**config.mk**
```make
export PLATFORM = sky130hd
export DESIGN_NAME = rsb_ctrl
export DESIGN_NICKNAME = d
export VERILOG_FILES = /design/src/rtl/rsb_pkg.sv /design/src/rtl/rsb_ctrl.sv
export VERILOG_INCLUDE_DIRS = /design/src /design/src/rtl
export SDC_FILE = /design/constraint.sdc
export NUM_CORES = 1
export LEC_CHECK = 0
export BUFFER_PORTS_ARGS = -buffer_cell sky130_fd_sc_hd__buf_2
export CORE_MARGIN = 1.5
export CORE_UTILIZATION = 33
export DETAILED_ROUTE_END_ITERATION = 6
export PLACE_DENSITY_LB_ADDON = 0.15
export SLEW_MARGIN = 20
export SYNTH_ARGS = -nofsm -noshare
export SYNTH_HDL_FRONTEND = slang
export SYNTH_SLANG_ARGS = --single-unit
```
**constraint.sdc**
```tcl
create_clock -name clk_i -period 3.35 [get_ports clk_i]
set_input_delay 0.5025 -clock clk_i [delete_from_list [all_inputs] [get_ports clk_i]]
set_output_delay 0.5025 -clock clk_i [all_outputs]
set_load 0.05 [all_outputs]
```
**src/rtl/assert_macros.svh**
```systemverilog
// Assertion macros shared by the rank/select bit vector RTL.
`ifndef ASSERT_MACROS_SVH
`define ASSERT_MACROS_SVH

// Check a property on every rising clock edge outside reset.
`define RSB_ASSERT(name, clk, rst_n, prop) \
  name: assert property (@(posedge clk) disable iff (!rst_n) prop) \
    else $error("rsb property violated");

// Check that a condition never holds outside reset.
`define RSB_ASSERT_NEVER(name, clk, rst_n, cond) \
  name: assert property (@(posedge clk) disable iff (!rst_n) !(cond)) \
    else $error("rsb forbidden condition seen");

`endif

```
**src/rtl/rsb_pkg.sv**
```systemverilog
// Shared constants, codes and control structs of the rank/select bit vector.
package rsb_pkg;

  localparam int unsigned MaxWords  = 1024;
  localparam int unsigned WordBits  = 32;
  localparam int unsigned IdxW      = 16;
  localparam int unsigned PrefixW   = 16;
  localparam int unsigned MemW      = PrefixW + WordBits;
  localparam int unsigned WordAddrW = $clog2(MaxWords);
  localparam int unsigned LoadW     = WordAddrW + 1;
  localparam int unsigned BitSelW   = $clog2(WordBits);
  localparam int unsigned PopW      = BitSelW + 1;
  localparam int unsigned ActW      = 3;

  localparam logic [WordBits-1:0] PopM1  = 32'h5555_5555;
  localparam logic [WordBits-1:0] PopM2  = 32'h3333_3333;
  localparam logic [WordBits-1:0] PopM4  = 32'h0F0F_0F0F;
  localparam logic [WordBits-1:0] PopM8  = 32'h00FF_00FF;
  localparam logic [WordBits-1:0] PopM16 = 32'h0000_FFFF;

  typedef enum logic [ActW-1:0] {
    ACT_CLEAR  = 3'd0,
    ACT_APPEND = 3'd1,
    ACT_ACCESS = 3'd2,
    ACT_RANK   = 3'd3,
    ACT_SELECT = 3'd4
  } action_e;

  typedef struct packed {
    logic latch;
    logic exec;
    logic append;
    logic rd;
    logic ones;
    logic eval;
    logic mid;
    logic out_load;
  } cmd_t;

  typedef struct packed {
    logic exec_fin;
    logic exec_append;
    logic eval_more;
    logic search_go;
  } sts_t;

  function automatic logic [PopW-1:0] pop32(input logic [WordBits-1:0] v);
    logic [WordBits-1:0] a;
    logic [WordBits-1:0] b;
    logic [WordBits-1:0] c;
    logic [WordBits-1:0] d;
    logic [WordBits-1:0] e;
    a = (v & PopM1) + ((v >> 1) & PopM1);
    b = (a & PopM2) + ((a >> 2) & PopM2);
    c = (b & PopM4) + ((b >> 4) & PopM4);
    d = (c & PopM8) + ((c >> 8) & PopM8);
    e = (d & PopM16) + ((d >> 16) & PopM16);
    return e[PopW-1:0];
  endfunction

endpackage

```
**src/rtl/rsb_ctrl.sv**
```systemverilog
// Sequencing state machine of the rank/select bit vector.
`include "assert_macros.svh"

module rsb_ctrl (
  input  logic          clk_i,
  input  logic          rst_ni,
  input  logic          in_valid_i,
  output logic          in_ready_o,
  output logic          out_valid_o,
  input  logic          out_ready_i,
  input  rsb_pkg::sts_t sts_i,
  output rsb_pkg::cmd_t cmd_o
);

  typedef enum logic [7:0] {
    ST_IDLE = 8'b0000_0001,
    ST_EXEC = 8'b0000_0010,
    ST_APND = 8'b0000_0100,
    ST_RD   = 8'b0000_1000,
    ST_ONES = 8'b0001_0000,
    ST_EVAL = 8'b0010_0000,
    ST_MID  = 8'b0100_0000,
    ST_FIN  = 8'b1000_0000
  } state_e;

  state_e state_q, state_d;
  logic   out_valid_q, out_valid_d;
  logic   fin_stall;

  always_comb begin
    state_d     = state_q;
    out_valid_d = out_valid_q;
    cmd_o       = '0;
    in_ready_o  = 1'b0;
    if (out_valid_q && out_ready_i) begin
      out_valid_d = 1'b0;
    end
    case (state_q)
      ST_IDLE: begin
        in_ready_o = 1'b1;
        if (in_valid_i) begin
          cmd_o.latch = 1'b1;
          state_d     = ST_EXEC;
        end
      end
      ST_EXEC: begin
        cmd_o.exec = 1'b1;
        if (sts_i.exec_fin) begin
          state_d = ST_FIN;
        end else if (sts_i.exec_append) begin
          state_d = ST_APND;
        end else begin
          state_d = ST_RD;
        end
      end
      ST_APND: begin
        cmd_o.append = 1'b1;
        state_d      = ST_FIN;
      end
      ST_RD: begin
        cmd_o.rd = 1'b1;
        state_d  = ST_ONES;
      end
      ST_ONES: begin
        cmd_o.ones = 1'b1;
        state_d    = ST_EVAL;
      end
      ST_EVAL: begin
        cmd_o.eval = 1'b1;
        state_d    = sts_i.eval_more ? ST_MID : ST_FIN;
      end
      ST_MID: begin
        cmd_o.mid = 1'b1;
        state_d   = sts_i.search_go ? ST_RD : ST_FIN;
      end
      ST_FIN: begin
        if (!out_valid_q || out_ready_i) begin
          cmd_o.out_load = 1'b1;
          out_valid_d    = 1'b1;
          state_d        = ST_IDLE;
        end
      end
      default: begin
        state_d = ST_IDLE;
      end
    endcase
  end

  always_ff @(posedge clk_i or negedge rst_ni) begin
    if (!rst_ni) begin
      state_q     <= ST_IDLE;
      out_valid_q <= 1'b0;
    end else begin
      state_q     <= state_d;
      out_valid_q <= out_valid_d;
    end
  end

  assign out_valid_o = out_valid_q;
  assign fin_stall   = (state_q == ST_FIN) && out_valid_q && !out_ready_i;

  `RSB_ASSERT(a_fin_holds, clk_i, rst_ni, fin_stall |=> (state_q == ST_FIN && out_valid_q))

endmodule

```
==> flow_summary.yaml, run 1 <==
outcome:
  outcome: "finished clean"
sta:
  finalMaxSlewViolations: 0
  skew_ps: 9.104
  fmax_mhz: 362.2
  period_share_pct: 82.42
  finalCriticalPeriod_ps: 2761
  rsz0062_at_grt: "no"
  setup_viol_count_final: 0
  hold_viol: 0
  layout_setup_ws_ps: 589.0
  setup-tns-final_ps: 0
  relSlewSlack_pct: 77.17
  tightest_slew_ps: 341.7
detailed_routing:
  via_per_inst: 5.180
  dr.pass1.iters: 3
  drt_iter0_markers: 8
  drc: 0
  wire_per_inst_um: 11.36
  wl_mm: 1.136
  vias: 518
  ant_nets: 0
clock_tree:
  cts_tree: "done"
  hold_buffers: 0
  clk_latency_ps: 250
  cts_max_path_buffers: 2
  cts_buffers: 3
  h-tree-depth: 1
  post_cts_resized: 0
  cts.sinks: 9
  postCtsSetupBuffers: 0
  clk_pin_slew_worst_paths_ps: 60
  cts_root_buffer: "clkbuf_4"
worst_hold_path:
  hp-class: "in -> async"
setup_path:
  ff2ff_setup_slack_ps: 1400
  r2r_start: "state_q[6]"
  path_delay_family: "simple AND/OR/NAND/NOR gates"
  crit_path_end_kind: "output pin"
  critPathRequiredTime_ps: 2850
  r2r_end: "state_q[0]"
  cp_slowest_cell: "or4_4"
  crit_arrival_ps: 2260
  path_buf_inv: 1
  cp_slowest_stage_delay_ps: 560
  rr_worst_depth: 5
  start_kind: "flop"
  path_class: "reg -> out"
  worstPathCellList: "or4_4, or3_4, nor3b_4, and2_2, buf_2"
  critPathMaxFanout: 8
finish:
  layout_commonest_cell: "buf_2"
  antenna_cells: 0
  fin_nets: 93
  syn_to_final_growth_pct: 24.89
  mostFrequentLayoutCells: "17 x buf_2, 8 x dfrtp_1, 7 x nor2_1, 6 x nand2_1, 6 x nand3_1"
  fillCellCount: 167
  multi_input_area_um2: 324.1
  seqCellArea_um2: 226.5
  final_layout_size_suffix_gt1_share_pct: 36.90
floorplanning:
  dieWidth_um: 44.12
  start_util_pct: 36.20
  die_y_um: 44.12
  coreArea_um2: 1541
  num_rows: 14
  dieArea_um2: 1947
  ios: 18
synth:
  synth_seq_area_share_pct: 40.58
  synth_fp_nets: 70
  ys_types: 27
  syn_inst: 62
  synth.cell_area_um2: 558.0
  ys_ff_latch: 9
  yosysWarnings: 0
  synth_area_per_cell_um2: 9.001
global_route:
  grt_max_degree: 10
  grt_pass1_vias: 507
  grt_pass1_wl_mm: 2.014
  grtUsageTotal_pct: 14.33
  antenna_found_initial: 0
  gr-total-overflow: 0
flow_run:
  max-cap-violations: 0
power:
  total_power_w: 0.0005014
  vdd_drop_max_mv: 0.3658
  p_leak_nw: 0.3399
  power_density_nw_per_um2: 719.4
placement:
  dp_hpwl_um: 909.8
  dp_worst_setup_slack_ps: 862.0
  place.gp.congestion: 0.8788
  io_buffers: 17
==> routing by layer <==
metal | global-route usage [%] | wire [um] | up-vias
met5 | 0 | 0 | -
met4 | 3.030 | 0 | 0
met3 | 6.939 | 64 | 0
met2 | 23.82 | 527 | 13
met1 | 16.80 | 544 | 236
li1 | - | - | 269
==> logic make-up (layout without fill, tap and decap cells) <==
group                     Yosys count  after routing  share of synthesized area, %
xor gates and xnor gates            1              1                         1.570
buffers and inverters               2             24                         1.346
and+or+nand+nor                    42             42                         47.76
DFF                                 9              9                         40.58
AOI/OAI and AO/OA                   8              8                         8.743
==> per-stage QoR <==
step | hold slack, ps | std cells | area (um^2) | util [%]
3_3_place_gp | 371.1 | 96 | 670.6 | 43.51
4_1_cts | 89.46 | 100 | 696.9 | 45.21
6_report | 89.21 | 100 | 696.9 | 45.21
2_1_floorplan | 206.9 | 62 | 558.0 | -
5_1_grt | 86.65 | 100 | 696.9 | 45.21
3_5_place_dp | 368.6 | 96 | 670.6 | 43.51
==> where the power goes <==
part / total, W / internal (W) / leakage, nW / switching, W
sequential: 0.000161 / 0.000131 / 0.121 / 0.0000296
combinational: 0.000261 / 0.000105 / 0.204 / 0.000156
clock: 0.0000799 / 0.0000457 / 0.0150 / 0.0000342
==> worst reg2reg max path, delay by kind of cell, from the launching register on <==
| family | cells | cell delay (ps) |
|---|---|---|
| and+or+nand+nor | 4 | 1310 |
| AOI/OAI and AO/OA | 1 | 130 |
| DFF | 1 | 450 |
==> cells in the mapped netlist <==
cell,n,area (um^2)
dfstp_2,1,26.28
o21ai_1,1,5.000
and2b_2,1,8.760
a21oi_1,1,5.000
o21ai_0,3,15.01
nor4_1,3,18.77
nor2b_1,1,6.260
and2_1,1,6.260
nor3b_1,3,22.52
dfrtp_1,8,200.2
o32a_2,1,11.26
a31oi_1,1,6.260
xor2_1,1,8.760
or3_4,1,11.26
nor2_1,7,26.28
o22ai_1,1,6.260
and2_2,2,15.01
and2b_1,1,7.510
nor3b_4,2,37.54
nor3_1,2,10.01
nand2b_1,3,18.77
or2b_1,1,7.510
or2_2,1,6.260
inv_1,2,7.510
nand2_1,6,22.52
or4_4,1,11.26
nand3_1,6,30.03
==> sequential cells by signal, summed over array words and instances, names as in the netlist <==
signal       count
out_valid_o      1
state_q          8
==> how the worst max path moves through the flow <==
stage	to	startpoint	cells after the start	slack, ps
after floorplan	cmd_o[3]	state_q[6]	2	430
after global placement	cmd_o[7]	state_q[7]	5	900
after detailed placement	cmd_o[7]	state_q[6]	5	860
after CTS	cmd_o[7]	state_q[6]	5	580
after global routing	cmd_o[7]	state_q[6]	5	490
final	cmd_o[7]	state_q[6]	5	590
==> final cells by class <==
class	instances	share of cell area (%)
inverters	2	1.077
multi-input cells	51	46.50
well taps	16	2.873
flip-flops and latches	9	32.50
repair buffers	18	13.29
clock buffers	4	3.770
Note: power is estimated with default switching activity, not from simulation.
==> inputs of run 2 (changes only) <==
==> constraint.sdc (replaced) <==
create_clock -name clk_i -period 2.65 [get_ports clk_i]
set_input_delay 0.3975 -clock clk_i [delete_from_list [all_inputs] [get_ports clk_i]]
set_output_delay 0.3975 -clock clk_i [all_outputs]
set_load 0.05 [all_outputs]
==> flow_summary.yaml, run 2 (synthesized netlist as in run 1, its figures left out) <==
setup_path:
  cp_slowest_stage_delay_ps: 540
  crit_path_end_kind: "output pin"
  r2r_end: "state_q[0]"
  start_kind: "flop"
  crit_end: "cmd_o[6]"
  ff2ff_setup_slack_ps: 730
  path_buf_inv: 1
  path_delay_family: "simple AND/OR/NAND/NOR gates"
  crit_arrival_ps: 2160
  critPathRequiredTime_ps: 2250
  path_class: "reg -> out"
  startpoint: "state_q[6]"
  cp_slowest_cell: "or4_4"
  rr_worst_depth: 5
  critPathMaxFanout: 6
  worstPathCellList: "or4_4, or3_4, nor3b_4, buf_2"
  cp_num_cells: 4
  r2r_start: "state_q[6]"
detailed_routing:
  drc: 0
  dr.pass1.iters: 4
  drt_iter0_markers: 8
  wire_per_inst_um: 11.56
  via_per_inst: 5.223
  vias: 538
  wl_mm: 1.191
  ant_nets: 0
clock_tree:
  cts_tree: "done"
  cts.sinks: 9
  cts_root_buffer: "clkbuf_4"
  clk_latency_ps: 260
  cts_buffers: 3
  h-tree-depth: 1
  clk_pin_slew_worst_paths_ps: 60
  cts_max_path_buffers: 2
global_route:
  antenna_found_initial: 0
  gr-total-overflow: 0
  grt_pass1_wl_mm: 1.876
  grt_pass1_vias: 451
  grtUsageTotal_pct: 13.68
  grt_max_degree: 10
floorplanning:
  dieWidth_um: 44.12
  coreArea_um2: 1541
  die_y_um: 44.12
  ios: 18
  dieArea_um2: 1947
  start_util_pct: 36.20
  num_rows: 14
sta:
  tightest_slew_ps: 313.2
  layout_setup_ws_ps: 89.21
  finalCriticalPeriod_ps: 2561
  setup_viol_count_final: 0
  skew_ps: 3.022
  relSlewSlack_pct: 78.96
  period_share_pct: 96.63
  fmax_mhz: 390.5
  finalMaxSlewViolations: 0
  hold_viol: 0
finish:
  syn_to_final_growth_pct: 32.29
  largest_reg_flops: 8
  layout_commonest_cell: "buf_2"
  fin_nets: 96
  regMostFlops: "state_q"
  stdcell_count: 103
  final_layout_size_suffix_gt1_share_pct: 42.53
  antenna_cells: 0
  mostFrequentLayoutCells: "16 x buf_2, 7 x nor2_1, 6 x nand2_1, 6 x nand3_1, 6 x dfrtp_1"
power:
  vdd_drop_max_mv: 0.4465
  p_leak_nw: 0.3581
  power_density_nw_per_um2: 889.4
placement:
  io_buffers: 17
  dp_hpwl_um: 882.6
  dp_worst_setup_slack_ps: 254.3
  dp_cells: 96
  place.gp.congestion: 0.8069
worst_hold_path:
  hp-class: "in -> reg"
outcome:
  outcome: "finished clean"
flow_run:
  max-cap-violations: 0
[run 2: cell types whose count changed in the layout (fill, tap and decap cells not counted), sizes merged]
cell | before | now
clkinv | 0 | 1
buf | 18 | 20
dlygate4sd3 | 0 | 1
clkbuf | 4 | 3
[run 2: how the worst min path moves through the flow]
stage,depth (start not counted),startpoint,endpoint
2_1_floorplan,0,rst_ni,out_valid_o
3_3_place_gp,1,rst_ni,state_q[1]
3_5_place_dp,1,rst_ni,out_valid_o
4_1_cts,2,sts_i[2],state_q[3]
5_1_grt,2,sts_i[2],state_q[3]
6_report,2,sts_i[2],state_q[3]
[run 2: stage by stage]
step	hold WS [ps]	TNS, ps	util, %	power [W]	area (um^2)
4_1_cts	307.1	0	46.51	0.0006548	716.9
5_1_grt	294.8	-1.939	47.89	0.0007050	738.2
3_5_place_dp	262.8	0	43.91	0.0005381	676.9
2_1_floorplan	101.9	-322.9	-	0.0004669	564.3
3_3_place_gp	263.0	0	43.91	0.0005381	676.9
6_report	317.8	0	47.89	0.0006566	738.2
[run 2: layout make-up]
class / count / area [um^2]
Timing Repair Buffer: 21 / 123.9
Clock buffer: 3 / 22.52
Fill cell: 156 / 803.3
Sequential cell: 9 / 229.0
Clock inverter: 1 / 5.005
Tap cell: 16 / 20.02
Multi-Input combinational cell: 51 / 330.3
Inverter: 2 / 7.507
[run 2: timing repair]
action / CTS / global route
pin swaps: 0 / 1
endpoints found under the hold margin: 8 / 0
setup buffers: 0 / 2
resized for setup: 1 / 3
hold buffers: 1 / 0
endpoints found under the setup margin: 1 / 3
[run 2: power breakdown]
group	internal (W)	leakage [nW]	switching, W
clock	0.0000557	0.0177	0.0000499
sequential	0.000166	0.118	0.0000368
combinational	0.000148	0.223	0.000201
total	0.000369	0.358	0.000287
[run 2: layer usage]
metal / track usage (%) / part of all wire (%) / vias up
met5: 0 / 0 / -
met4: 3.030 / 0 / 0
met3: 7.755 / 7.0 / 0
met2: 19.71 / 46 / 23
met1: 17.86 / 47 / 243
li1: - / - / 272
==> inputs of run 3 (changes only) <==
--- a/config.mk
+++ b/config.mk
@@ -6,6 +6,7 @@
 export SDC_FILE = /design/constraint.sdc
 export NUM_CORES = 1
 export LEC_CHECK = 0
+export ABC_AREA = 1
 export BUFFER_PORTS_ARGS = -buffer_cell sky130_fd_sc_hd__buf_2
 export CORE_MARGIN = 1.5
 export CORE_UTILIZATION = 33
==> flow_summary.yaml, run 3 <==
finish:
  final_layout_size_suffix_gt1_share_pct: 41.90
  layout_commonest_cell: "nand2_1"
  regMostFlops: "state_q"
  fin_nets: 114
  antenna_cells: 0
  largest_reg_flops: 8
  mostFrequentLayoutCells: "18 x nand2_1, 17 x buf_2, 13 x nor2_1, 11 x inv_1, 10 x inv_2"
  syn_to_final_growth_pct: 25.10
  stdcell_area_um2: 760.7
global_route:
  use_met3_pct: 2.381
  gr-total-overflow: 0
  grt_max_degree: 10
  antenna_found_initial: 0
  grt_pass1_wl_mm: 1.807
  grt.busiest_layer: "met2"
  grtUsageMet1_pct: 16.18
  grtUsageTotal_pct: 12.38
  grt_use_met2_pct: 18.06
  grt_pass1_vias: 456
floorplanning:
  start_util_pct: 35.22
  ios: 18
  num_rows: 15
  coreArea_um2: 1727
  dieWidth_um: 45.93
  dieArea_um2: 2109
  die_y_um: 45.93
synth:
  synthFlopType: "dfrtp_1"
  synth_area_per_cell_um2: 7.326
  synth_area_leader_cell: "dfrtp_1"
  netlist.area_leader.share_pct: 32.92
  syn_inst: 83
  ys_ff_latch: 9
  synth_common_cells: "18 x nand2_1, 13 x nor2_1, 11 x inv_1"
  synthArstFlopShare_pct: 100.0
  yosys-top-cells-area: "dfrtp_1 33%, nand2_1 11%, nand2_4 9.3%, nor2_1 8.0%, inv_1 6.8%"
  synth_seq_area_share_pct: 37.24
  synth.cell_area_um2: 608.1
  synth_fp_nets: 91
  synth_edf_count: 0
  synth_most_common_cell: "nand2_1"
  ys_types: 20
  yosysWarnings: 0
sta:
  relSlewSlack_pct: 83.25
  finalCriticalPeriod_ps: 1918
  finalMaxSlewViolations: 0
  period_share_pct: 72.38
  fmax_mhz: 521.4
  hold_viol: 0
  hold_ws_ps: 312.0
  rsz0062_at_grt: "no"
  setup-tns-final_ps: 0
  setup_viol_count_final: 0
  skew_ps: 1.026
  layout_setup_ws_ps: 732.1
  tightest_slew_ps: 252.9
worst_hold_path:
  hp-class: "in -> reg"
  hold_depth: 2
  hold_path_end: "state_q[2]"
  min-delay-start: "sts_i[3]"
setup_path:
  ff2ff_setup_slack_ps: 1500
  path_class: "reg -> out"
  cp_slowest_stage_delay_ps: 530
  worstPathCellList: "nand2_1, nor2_1, and2_4, inv_2, nor2_1, buf_2"
  crit_path_end_kind: "output pin"
  critPathMaxFanout: 3
  path_common_cell: "nor2_1"
  cp_num_cells: 6
  crit_arrival_ps: 1520
  rr_worst_depth: 8
  cp_slowest_cell: "dfstp_2"
  path_buf_inv: 2
  critPathRequiredTime_ps: 2250
  r2r_end: "state_q[0]"
  r2r_start: "state_q[0]"
  path_delay_family: "flip-flops"
  start_kind: "flop"
power:
  p_leak_nw: 0.4717
  vdd_drop_max_mv: 0.5596
  power_density_nw_per_um2: 843.3
  total_power_w: 0.0006415
detailed_routing:
  dr.pass1.iters: 4
  drt_iter0_markers: 4
  ant_nets: 0
  wire_per_inst_um: 8.785
  via_per_inst: 4.000
  vias: 520
  drc: 0
  wl_mm: 1.142
clock_tree:
  clk_pin_slew_worst_paths_ps: 60
  cts.sinks: 9
  post_cts_resized: 0
  cts_tree: "done"
  clk_latency_ps: 260
  cts_buffers: 3
  h-tree-depth: 1
  cts_root_buffer: "clkbuf_4"
  cts_max_path_buffers: 2
placement:
  io_buffers: 17
  dp_hpwl_um: 945.5
  placed_area_um2: 724.4
  place.gp.congestion: 0.7769
  dp_worst_setup_slack_ps: 1020
outcome:
  outcome: "finished clean"
flow_run:
  max-cap-violations: 0
[run 3: cell types whose count changed after synthesis, sizes merged, moves of 3 or more]
cell,change
inv,+19
nand2,+19
nor2,+10
nand3,-3
nor3b,-4
nand2b,-3
nor4,-3
[run 3: how the worst max path moves through the flow]
stage	start	endpoint	slack, ps
final	state_q[0]	cmd_o[7]	730
after floorplan	state_q[0]	cmd_o[7]	610
after global placement	state_q[0]	cmd_o[7]	1040
after detailed placement	state_q[0]	cmd_o[7]	1020
after CTS	state_q[0]	cmd_o[7]	720
after global routing	state_q[0]	cmd_o[7]	670
[run 3: cell type report]
cell class	instances	area (um^2)
tap	25	31.28
multi-input combinational	53	302.8
timing repair buffer	18	95.09
inverter	21	78.83
sequential	9	226.5
fill	187	965.9
clock buffer	4	26.28
[run 3: layer usage]
| layer | routed length (um) | up-vias |
|---|---|---|
| li1 | - | 289 |
| met1 | 568 | 210 |
| met2 | 488 | 18 |
| met3 | 62 | 3 |
| met4 | 23 | 0 |
| met5 | 0 | - |
[run 3: through the flow]
step / std cells / util (%)
4_1_cts: 130 / 44.06
3_5_place_dp: 125 / 41.96
3_3_place_gp: 125 / 41.96
5_1_grt: 130 / 44.06
6_report: 130 / 44.06
2_1_floorplan: 83 / -
[run 3: logic make-up after synthesis]
family                 share of synthesized area [%]
buffers and inverters                          12.96
flip-flops                                     37.24
AND/OR/NAND/NOR                                46.09
AO/OA/AOI/OAI                                  3.702
[run 3: where the power goes]
part | internal [W] | switching (W)
logic | 0.000110 | 0.000243
clock network | 0.0000583 | 0.0000512
registers | 0.000166 | 0.0000129
total | 0.000334 | 0.000307
[run 3: timing repair]
item	4_1_cts	5_1_grt
setup buffers	0	0
hold buffers	1	0
endpoints found under the hold margin	8	0
